**config.mk**
```make
export PLATFORM = sky130hd
export DESIGN_NAME = priority_thread_scheduler_unit_flat
export DESIGN_NICKNAME = d
export VERILOG_FILES = /design/src/rtl/pts_pkg.sv /design/src/rtl/pts_if.sv /design/src/rtl/pts_table.sv /design/src/rtl/pts_pick.sv /design/src/rtl/priority_thread_scheduler_unit.sv /design/src/flat_wrapper.sv
export SDC_FILE = /design/constraint.sdc
export NUM_CORES = 1
export LEC_CHECK = 0
export ABC_AREA = 1
export BUFFER_PORTS_ARGS = -buffer_cell sky130_fd_sc_hd__buf_2
export CAP_MARGIN = 5
export CELL_PAD_IN_SITES_DETAIL_PLACEMENT = 2
export CELL_PAD_IN_SITES_GLOBAL_PLACEMENT = 2
export CORE_AREA = 2 2 242 244
export DETAILED_ROUTE_END_ITERATION = 12
export DIE_AREA = 0 0 244 246
export PLACE_DENSITY_LB_ADDON = 0.12
export SLEW_MARGIN = 20
export SYNTH_ARGS = -nofsm -noshare
export SYNTH_HDL_FRONTEND = slang
export SYNTH_SLANG_ARGS = --single-unit
```
**constraint.sdc**
```tcl
create_clock -name i_clk -period 4.3 [get_ports i_clk]
set_clock_uncertainty 0.2 [all_clocks]
set_input_delay 0 -clock i_clk [delete_from_list [all_inputs] [get_ports i_clk]]
set_output_delay 0 -clock i_clk [all_outputs]
set_load 0.005 [all_outputs]
```
**src/rtl/pts_pkg.sv**
```systemverilog
package pts_pkg;

    localparam int MAX_THREADS   = 8;
    localparam int PRIORITY_BITS = 8;
    localparam int DELAY_BITS    = 32;

    localparam int IDX_W      = (MAX_THREADS > 1) ? $clog2(MAX_THREADS) : 1;
    localparam int CNT_W      = $clog2(MAX_THREADS + 1);
    localparam int MODE_W     = 2;
    localparam int PRIO_IN_W  = 8;
    localparam int DELAY_IN_W = 32;
    localparam int OUT_IDX_W  = 3;

    typedef enum logic [MODE_W-1:0] {
        MODE_CREATE = 2'd0,
        MODE_TICK   = 2'd1,
        MODE_DELAY  = 2'd2,
        MODE_SCHED  = 2'd3
    } t_mode;

    typedef enum logic [1:0] {
        ST_IDLE,
        ST_SCAN,
        ST_DONE
    } t_state;

    typedef struct packed {
        logic                  en;
        logic [IDX_W-1:0]      addr;
        logic [DELAY_BITS-1:0] data;
    } t_dly_wr;

    typedef struct packed {
        logic             clr;
        logic             vld;
        logic             tick;
        logic [IDX_W-1:0] idx;
    } t_pick_ctl;

    typedef struct packed {
        logic             found;
        logic [IDX_W-1:0] idx;
    } t_pick_res;

    typedef struct packed {
        logic [OUT_IDX_W-1:0] chosen_index;
        logic                 chosen_idle;
        logic                 switch_request;
        logic [OUT_IDX_W-1:0] created_index;
        logic                 table_full;
    } t_out_item;

    function automatic logic [PRIORITY_BITS-1:0] to_prio(input logic [PRIO_IN_W-1:0] v);
        logic [31:0] w;
        w = 32'(v);
        return w[PRIORITY_BITS-1:0];
    endfunction

    function automatic logic [DELAY_BITS-1:0] to_delay(input logic [DELAY_IN_W-1:0] v);
        return v[DELAY_BITS-1:0];
    endfunction

    function automatic logic [OUT_IDX_W-1:0] to_out_idx(input logic [IDX_W-1:0] v);
        logic [31:0] w;
        w = 32'(v);
        return w[OUT_IDX_W-1:0];
    endfunction

endpackage

```
**src/rtl/pts_if.sv**
```systemverilog
interface pts_in_if import pts_pkg::*; ();
    logic                  valid;
    logic                  ready;
    logic [MODE_W-1:0]     mode;
    logic [PRIO_IN_W-1:0]  priority_req;
    logic [DELAY_IN_W-1:0] delay_ticks;

    modport source (output valid, output mode, output priority_req, output delay_ticks,
                    input ready);
    modport sink   (input valid, input mode, input priority_req, input delay_ticks,
                    output ready);
endinterface

interface pts_out_if import pts_pkg::*; ();
    logic                 valid;
    logic                 ready;
    logic [OUT_IDX_W-1:0] chosen_index;
    logic                 chosen_idle;
    logic                 switch_request;
    logic [OUT_IDX_W-1:0] created_index;
    logic                 table_full;

    modport source (output valid, output chosen_index, output chosen_idle,
                    output switch_request, output created_index, output table_full,
                    input ready);
    modport sink   (input valid, input chosen_index, input chosen_idle,
                    input switch_request, input created_index, input table_full,
                    output ready);
endinterface

```
**src/rtl/pts_table.sv**
```systemverilog
module pts_table import pts_pkg::*; (
    input  logic                     i_clk,
    input  logic [IDX_W-1:0]         i_rd_addr,
    output logic [PRIORITY_BITS-1:0] o_rd_prio,
    output logic [DELAY_BITS-1:0]    o_rd_delay,
    input  logic                     i_prio_wr_en,
    input  logic [IDX_W-1:0]         i_prio_wr_addr,
    input  logic [PRIORITY_BITS-1:0] i_prio_wr_data,
    input  t_dly_wr                  i_dly_wr
);

    logic [PRIORITY_BITS-1:0] r_prio_mem [MAX_THREADS];
    logic [DELAY_BITS-1:0]    r_dly_mem  [MAX_THREADS];
    logic [PRIORITY_BITS-1:0] r_rd_prio;
    logic [DELAY_BITS-1:0]    r_rd_delay;

    always_ff @(posedge i_clk) begin
        if (i_prio_wr_en) begin
            r_prio_mem[i_prio_wr_addr] <= i_prio_wr_data;
        end
        r_rd_prio <= r_prio_mem[i_rd_addr];
    end

    always_ff @(posedge i_clk) begin
        if (i_dly_wr.en) begin
            r_dly_mem[i_dly_wr.addr] <= i_dly_wr.data;
        end
        r_rd_delay <= r_dly_mem[i_rd_addr];
    end

    assign o_rd_prio  = r_rd_prio;
    assign o_rd_delay = r_rd_delay;

endmodule

```
**src/rtl/pts_pick.sv**
```systemverilog
module pts_pick import pts_pkg::*; (
    input  logic                     i_clk,
    input  logic                     i_rst_n,
    input  t_pick_ctl                i_ctl,
    input  logic [PRIORITY_BITS-1:0] i_rd_prio,
    input  logic [DELAY_BITS-1:0]    i_rd_delay,
    output t_dly_wr                  o_wb,
    output t_pick_res                o_res
);

    logic                     r_found;
    logic [IDX_W-1:0]         r_best_idx;
    logic [PRIORITY_BITS-1:0] r_best_prio;

    logic dly_nz;
    logic ready_now;
    logic better;
    logic take;

    always_comb begin
        dly_nz    = |i_rd_delay;
        // tick: a counter of one reaches zero in this pass
        ready_now = i_ctl.tick ? (i_rd_delay[DELAY_BITS-1:1] == '0) : !dly_nz;
        better    = !r_found || (i_rd_prio > r_best_prio);
        take      = i_ctl.vld && ready_now && better;
        o_wb.en   = i_ctl.vld && i_ctl.tick && dly_nz;
        o_wb.addr = i_ctl.idx;
        o_wb.data = i_rd_delay - DELAY_BITS'(1);
        o_res.found = r_found;
        o_res.idx   = r_best_idx;
    end

    always_ff @(posedge i_clk) begin
        if (!i_rst_n) begin
            r_found <= 1'b0;
        end else if (i_ctl.clr) begin
            r_found <= 1'b0;
        end else if (take) begin
            r_found <= 1'b1;
        end
    end

    always_ff @(posedge i_clk) begin
        if (take) begin
            r_best_idx  <= i_ctl.idx;
            r_best_prio <= i_rd_prio;
        end
    end

endmodule

```
**src/rtl/priority_thread_scheduler_unit.sv**
```systemverilog
// Channel  Dir  Role    Payload
// i_cmd    in   sink    mode, priority_req, delay_ticks
// o_res    out  source  chosen_index, chosen_idle, switch_request, created_index, table_full
//
// Create: the result is captured at input transfer and copied into the output register from the done state.
// Tick, delay, schedule: the pass walks the thread
// table one entry per cycle through its single registered read port.
// Reset clears the thread count and marks no thread running; table entries are not cleared.
// A result waits in the output register; a finished item holds until that register frees,
// and i_cmd.ready stays low from transfer until the result is loaded.
module priority_thread_scheduler_unit import pts_pkg::*; (
    input  logic    i_clk,
    input  logic    i_rst_n,
    pts_in_if.sink   i_cmd,
    pts_out_if.source o_res
);

    t_state                  r_state, n_state;
    t_mode                   r_mode;
    logic [CNT_W-1:0]        r_total;
    logic [CNT_W-1:0]        r_idx;
    logic                    r_ev_vld;
    logic [IDX_W-1:0]        r_ev_idx;
    logic                    r_run_none;
    logic                    r_run_idle;
    logic [IDX_W-1:0]        r_run_idx;
    t_out_item               r_res;
    t_out_item               r_out;
    logic                    r_out_vld;

    logic                     acc;
    t_mode                    in_mode;
    logic                     full;
    logic                     do_create;
    logic                     rd_en;
    logic                     scan_end;
    logic                     out_free;
    logic                     out_load;
    logic                     switch_req;
    logic                     prio_wr_en;
    t_dly_wr                  dly_wr;
    t_dly_wr                  pick_wb;
    t_pick_ctl                pick_ctl;
    t_pick_res                pick_res;
    logic [PRIORITY_BITS-1:0] rd_prio;
    logic [DELAY_BITS-1:0]    rd_delay;

    assign i_cmd.ready = (r_state == ST_IDLE);
    assign acc         = i_cmd.valid && i_cmd.ready;
    assign in_mode     = t_mode'(i_cmd.mode);
    assign full        = (r_total >= CNT_W'(MAX_THREADS));
    assign do_create   = acc && (in_mode == MODE_CREATE) && !full;
    assign rd_en       = (r_state == ST_SCAN) && (r_idx < r_total);
    assign scan_end    = (r_state == ST_SCAN) && !rd_en && !r_ev_vld;
    assign out_free    = !r_out_vld || o_res.ready;
    assign out_load    = (r_state == ST_DONE) && out_free;

    always_comb begin
        n_state = r_state;
        unique case (r_state)
            ST_IDLE: begin
                if (acc) begin
                    n_state = (in_mode == MODE_CREATE) ? ST_DONE : ST_SCAN;
                end
            end
            ST_SCAN: begin
                if (scan_end) begin
                    n_state = ST_DONE;
                end
            end
            ST_DONE: begin
                if (out_free) begin
                    n_state = ST_IDLE;
                end
            end
            default: n_state = ST_IDLE;
        endcase
    end

    always_comb begin
        pick_ctl.clr  = acc;
        pick_ctl.vld  = r_ev_vld;
        pick_ctl.tick = (r_mode == MODE_TICK);
        pick_ctl.idx  = r_ev_idx;
        prio_wr_en    = do_create;
        if (do_create) begin
            dly_wr.en   = 1'b1;
            dly_wr.addr = r_total[IDX_W-1:0];
            dly_wr.data = '0;
        end else if (acc && (in_mode == MODE_DELAY) && !r_run_none && !r_run_idle) begin
            dly_wr.en   = 1'b1;
            dly_wr.addr = r_run_idx;
            dly_wr.data = to_delay(i_cmd.delay_ticks);
        end else begin
            dly_wr = pick_wb;
        end
        if (r_run_none) begin
            switch_req = 1'b1;
        end else if (pick_res.found) begin
            switch_req = r_run_idle || (r_run_idx != pick_res.idx);
        end else begin
            switch_req = !r_run_idle;
        end
    end

    pts_table u_table (
        .i_clk          (i_clk),
        .i_rd_addr      (r_idx[IDX_W-1:0]),
        .o_rd_prio      (rd_prio),
        .o_rd_delay     (rd_delay),
        .i_prio_wr_en   (prio_wr_en),
        .i_prio_wr_addr (r_total[IDX_W-1:0]),
        .i_prio_wr_data (to_prio(i_cmd.priority_req)),
        .i_dly_wr       (dly_wr)
    );

    pts_pick u_pick (
        .i_clk      (i_clk),
        .i_rst_n    (i_rst_n),
        .i_ctl      (pick_ctl),
        .i_rd_prio  (rd_prio),
        .i_rd_delay (rd_delay),
        .o_wb       (pick_wb),
        .o_res      (pick_res)
    );

    always_ff @(posedge i_clk) begin
        if (!i_rst_n) begin
            r_state    <= ST_IDLE;
            r_total    <= '0;
            r_idx      <= '0;
            r_ev_vld   <= 1'b0;
            r_run_none <= 1'b1;
            r_run_idle <= 1'b0;
            r_out_vld  <= 1'b0;
        end else begin
            r_state  <= n_state;
            r_ev_vld <= rd_en;
            if (do_create) begin
                r_total <= r_total + CNT_W'(1);
            end
            if (acc) begin
                r_idx <= '0;
            end else if (rd_en) begin
                r_idx <= r_idx + CNT_W'(1);
            end
            if (scan_end) begin
                r_run_none <= 1'b0;
                r_run_idle <= !pick_res.found;
            end
            if (out_load) begin
                r_out_vld <= 1'b1;
            end else if (o_res.ready) begin
                r_out_vld <= 1'b0;
            end
        end
    end

    always_ff @(posedge i_clk) begin
        r_ev_idx <= r_idx[IDX_W-1:0];
        if (acc) begin
            r_mode <= in_mode;
            r_res  <= '{chosen_index:   '0,
                        chosen_idle:    1'b0,
                        switch_request: 1'b0,
                        created_index:  ((in_mode == MODE_CREATE) && !full)
                                        ? to_out_idx(r_total[IDX_W-1:0]) : '0,
                        table_full:     (in_mode == MODE_CREATE) && full};
        end
        if (scan_end) begin
            r_run_idx                <= pick_res.idx;
            r_res.chosen_index       <= pick_res.found ? to_out_idx(pick_res.idx) : '0;
            r_res.chosen_idle        <= !pick_res.found;
            r_res.switch_request     <= switch_req;
        end
        if (out_load) begin
            r_out <= r_res;
        end
    end

    assign o_res.valid          = r_out_vld;
    assign o_res.chosen_index   = r_out.chosen_index;
    assign o_res.chosen_idle    = r_out.chosen_idle;
    assign o_res.switch_request = r_out.switch_request;
    assign o_res.created_index  = r_out.created_index;
    assign o_res.table_full     = r_out.table_full;

    a_total_bound: assert property (@(posedge i_clk) disable iff (!i_rst_n)
        r_total <= CNT_W'(MAX_THREADS))
        else $error("thread count above table size");

    a_create_grows: assert property (@(posedge i_clk) disable iff (!i_rst_n)
        do_create |=> (r_total == $past(r_total) + CNT_W'(1)))
        else $error("create did not add a thread");

    a_run_set: assert property (@(posedge i_clk) disable iff (!i_rst_n)
        scan_end |=> (!r_run_none && (r_run_idle == !$past(pick_res.found))))
        else $error("running thread not updated after pass");

    a_idle_zero: assert property (@(posedge i_clk) disable iff (!i_rst_n)
        (r_out_vld && r_out.chosen_idle) |-> (r_out.chosen_index == '0))
        else $error("idle pick with nonzero index");

    a_wb_in_table: assert property (@(posedge i_clk) disable iff (!i_rst_n)
        pick_wb.en |-> (CNT_W'(pick_wb.addr) < r_total))
        else $error("delay write-back outside created threads");

endmodule

```
**src/flat_wrapper.sv**
```systemverilog
// flat-port wrapper written by rule: the top's interface ports become plain ports
module priority_thread_scheduler_unit_flat import pts_pkg::*;
  (i_clk, i_rst_n, i_cmd_valid, i_cmd_mode, i_cmd_priority_req, i_cmd_delay_ticks, i_cmd_ready, o_res_valid, o_res_chosen_index, o_res_chosen_idle, o_res_switch_request, o_res_created_index, o_res_table_full, o_res_ready);
  pts_in_if i_cmd_i ();
  pts_out_if o_res_i ();
  input  logic i_clk;
  input  logic i_rst_n;
  input wire logic [$bits(i_cmd_i.valid)-1:0] i_cmd_valid;
  input wire logic [$bits(i_cmd_i.mode)-1:0] i_cmd_mode;
  input wire logic [$bits(i_cmd_i.priority_req)-1:0] i_cmd_priority_req;
  input wire logic [$bits(i_cmd_i.delay_ticks)-1:0] i_cmd_delay_ticks;
  output wire logic [$bits(i_cmd_i.ready)-1:0] i_cmd_ready;
  output wire logic [$bits(o_res_i.valid)-1:0] o_res_valid;
  output wire logic [$bits(o_res_i.chosen_index)-1:0] o_res_chosen_index;
  output wire logic [$bits(o_res_i.chosen_idle)-1:0] o_res_chosen_idle;
  output wire logic [$bits(o_res_i.switch_request)-1:0] o_res_switch_request;
  output wire logic [$bits(o_res_i.created_index)-1:0] o_res_created_index;
  output wire logic [$bits(o_res_i.table_full)-1:0] o_res_table_full;
  input wire logic [$bits(o_res_i.ready)-1:0] o_res_ready;
  assign i_cmd_i.valid = i_cmd_valid;
  assign i_cmd_i.mode = i_cmd_mode;
  assign i_cmd_i.priority_req = i_cmd_priority_req;
  assign i_cmd_i.delay_ticks = i_cmd_delay_ticks;
  assign i_cmd_ready = i_cmd_i.ready;
  assign o_res_valid = o_res_i.valid;
  assign o_res_chosen_index = o_res_i.chosen_index;
  assign o_res_chosen_idle = o_res_i.chosen_idle;
  assign o_res_switch_request = o_res_i.switch_request;
  assign o_res_created_index = o_res_i.created_index;
  assign o_res_table_full = o_res_i.table_full;
  assign o_res_i.ready = o_res_ready;
  priority_thread_scheduler_unit u_core (.i_clk(i_clk), .i_rst_n(i_rst_n), .i_cmd(i_cmd_i), .o_res(o_res_i));
endmodule
```
==> out/summary.txt <==
Slew HR: 0.277
Post-synth ARST share: 0
pin count of the biggest net entering global routing: 166
# setup viols final: 0
Period minus WS final: 3130 ps
worst hold path startpoint: i_cmd_delay_ticks[23]
Internal: 7.08 mW
cells after synthesis: 1535
Worst EP required: 4370 ps
routed via count: 11.7k
outcome: finished clean
power density over cell area: 456 nW/um^2
crit path capture: u_core.u_table.r_dly_mem[6][6]
Worst setup EP type: register
Total GRT Usage: 0.181
Tcrit/Tclk final: 0.728
WS Path Type: reg -> reg
count of different cell masters after synthesis: 33
Design Area, Final: 20200 sq um
Avg Vias per Cell: 4.81
share of post-route cells with drive strength above 1: 0.100
routability congestion estimate: 0.774
Routed Wire Length: 53300 um
register area: 11800 sq um
synth warn: 0
clk root buf: clkbuf_16
fin. max-slew vios: 0
CP arrival: 3190 ps
1st-pass router iterations: 5
vias in the first global route: 12.6k
boundary pin count: 57
register area share after synthesis: 0.693
RSZ-0062 raised after global routing: false
#FFs+latches synth: 412
fill count: 6053
R2R Setup Slk: 1170 ps
drc violations: 0
Core Box Area: 57400 sq um
number of clock sinks: 412
Post-synth top cells: 371 x nor2_1, 354 x edfxtp_1, 263 x nand2_1
Clock Power Share: 0.440
Mapped Area: 17000 sq um
Reg2Reg Depth: 10
DIE HEIGHT: 246 um
PostCTS Resize Cnt: 0
Post-CTS Setup Bufs: 0
synth top area cells: edfxtp_1 62%, nor2_1 8.2%, dfxtp_1 6.8%, nand2_1 5.8%, o32ai_1 4.1%
clock transition at the registers of the reported paths: 60 ps
Logic pwr share: 0.064
final hold vios: 0
Max H-tree Level: 2
clk_lat worst skew: 590 ps
Post-synth EDFFs: 354
most common cell in the netlist: nor2_1
share of the synthesized area in the top cell type: 0.625
switching share of power: 0.230
routed len/inst: 21.8 um
Post-Syn Area per Cell: 11.1 sq um
sequential power share: 0.496
Sum Neg Setup Slack: 0 ps
CTS tree: built
hpwl dp: 35900 um
Finished Core Util: 0.352
nets@finish: 1695
area delta synth->final: 18.6%
total grt overflow: 0
Num CTS Buffers: 48
first-pass GRT wire length: 81100 um
Rows: 88
DIE AREA: 60000 sq um
die width: 244 um
Peak VDD IR: 0.300 mV
Startpoint Class: register
Post-DRT Antenna Nets: 0
multi-input logic area: 4590 sq um
min-delay worst type: in -> reg
slew at the pin with the worst max-slew slack: 1080 ps
leakage dissipation: 7.25 nW
crit-path max FO: 34
Synth area leader: edfxtp_1
max-cap viol count: 0
total power draw: 9.20 mW
initial antenna violation count: 0
placed cell area: 18200 sq um
port buffer count: 56
Initial DRC Count: 529
f_max: 0.320 GHz
deepest clock path buffer count: 3
starting density of the core: 0.297
Reg2Reg Launch Point: u_core.r_state[1]
Mapped Nets: 1596
worst r2r dst: u_core.u_table.r_dly_mem[6][6]
most common flop cell mapped by yosys: edfxtp_1
Worst setup startpoint: u_core.r_state[1]
Psw: 2.12 mW
-- critical path, cell delays in order, from the launching register on --
cell and delay (ps):
dfxtp_1 420, nor2_4 80, nand2_4 90, inv_4 80, nand2_2 200, buf_4 390
o211ai_1 130, nand2_1 100, nand2_2 160, nor2_4 550, buf_4 370
-- cell usage in the layout, fill, tap and decap left out, types with 41 or more instances in the layout --
cell type,n
clkbuf_16,48
o21ai_0,120
o32ai_1,80
dfxtp_1,55
edfxtp_1,354
inv_1,90
buf_2,56
nand2_1,263
dlygate4sd3_1,41
nor2_1,363
-- power groups by stage --
stage / logic, mW / registers (mW) / clock network (mW)
2_1_floorplan: 0.319 / 4.61 / 0
3_3_place_gp: 0.563 / 4.64 / 0
3_5_place_dp: 0.572 / 4.64 / 0
4_1_cts: 0.604 / 4.56 / 4.18
5_1_grt: 0.667 / 4.57 / 4.33
6_report: 0.591 / 4.56 / 4.05
-- logic make-up after synthesis --
| kind of cell | share of synthesized area |
|---|---|
| simple gates | 0.159 |
| flops | 0.693 |
| compound gates | 0.0893 |
| buf+inv | 0.0406 |
| fa+ha+maj | 0.0110 |
| xor+xnor | 0.00721 |
-- stage by stage --
step | hold slack, ps | setup slack, ps | cells
after global routing | 41.3 | 934 | 2437
after CTS | 9.46 | 1060 | 2437
after floorplan | -124 | 1100 | 1535
after detailed placement | 10.4 | 1080 | 2308
final | 52.7 | 1170 | 2438
after global placement | 12.2 | 1140 | 2308
-- registers in the layout (all words and copies together), names as in the netlist, 2 cells and up --
register / count
u_core.o_res.created_index: 3
u_core.r_state: 2
u_core.u_table.r_dly_mem: 256
u_core.u_pick.r_best_prio: 8
u_core.r_mode: 2
u_core.u_table.o_rd_prio: 8
u_core.u_pick.r_best_idx: 3
u_core.u_table.o_rd_delay: 32
u_core.u_table.r_prio_mem: 64
u_core.o_res.chosen_index: 3
u_core.r_res: 9
u_core.r_run_idx: 3
u_core.r_ev_idx: 3
u_core.r_total: 4
u_core.r_idx: 4
-- routing by layer --
layer / global-route usage / wire [um] / vias up
li1: - / - / 5530
met4: 0.0450 / 873 / 0
met3: 0.0244 / 1510 / 58
met2: 0.289 / 24600 / 153
met5: 0 / 0 / -
met1: 0.259 / 26300 / 5991
-- worst min path at each step --
stage                                      end  slack [ps]  depth (start not counted)
6_report       u_core.u_table.r_dly_mem[1][23]          50                          4
5_1_grt        u_core.u_table.r_prio_mem[4][2]          40                          2
4_1_cts        u_core.u_table.r_prio_mem[3][3]           9                          2
3_3_place_gp                  u_core.r_mode[0]          10                          1
2_1_floorplan                u_core.r_run_none        -120                          1
3_5_place_dp                  u_core.r_mode[0]          10                          1
-- final cells by class --
| type | instances | share of cell area |
|---|---|---|
| Antenna cell | 1 | 0.000124 |
| Clock buffer | 60 | 0.0623 |
| Clock inverter | 28 | 0.0143 |
| Inverter | 95 | 0.0179 |
| Multi-Input combinational cell | 956 | 0.227 |
| Sequential cell | 412 | 0.585 |
| Tap cell | 765 | 0.0474 |
| Timing Repair Buffer | 121 | 0.0456 |
-- what timing repair did --
item / CTS / global route
hold buffers: 41 / 0
hold endpoints to repair: 313 / 0
setup endpoints to repair: 0 / 0
(Power assumes the default switching activity.)
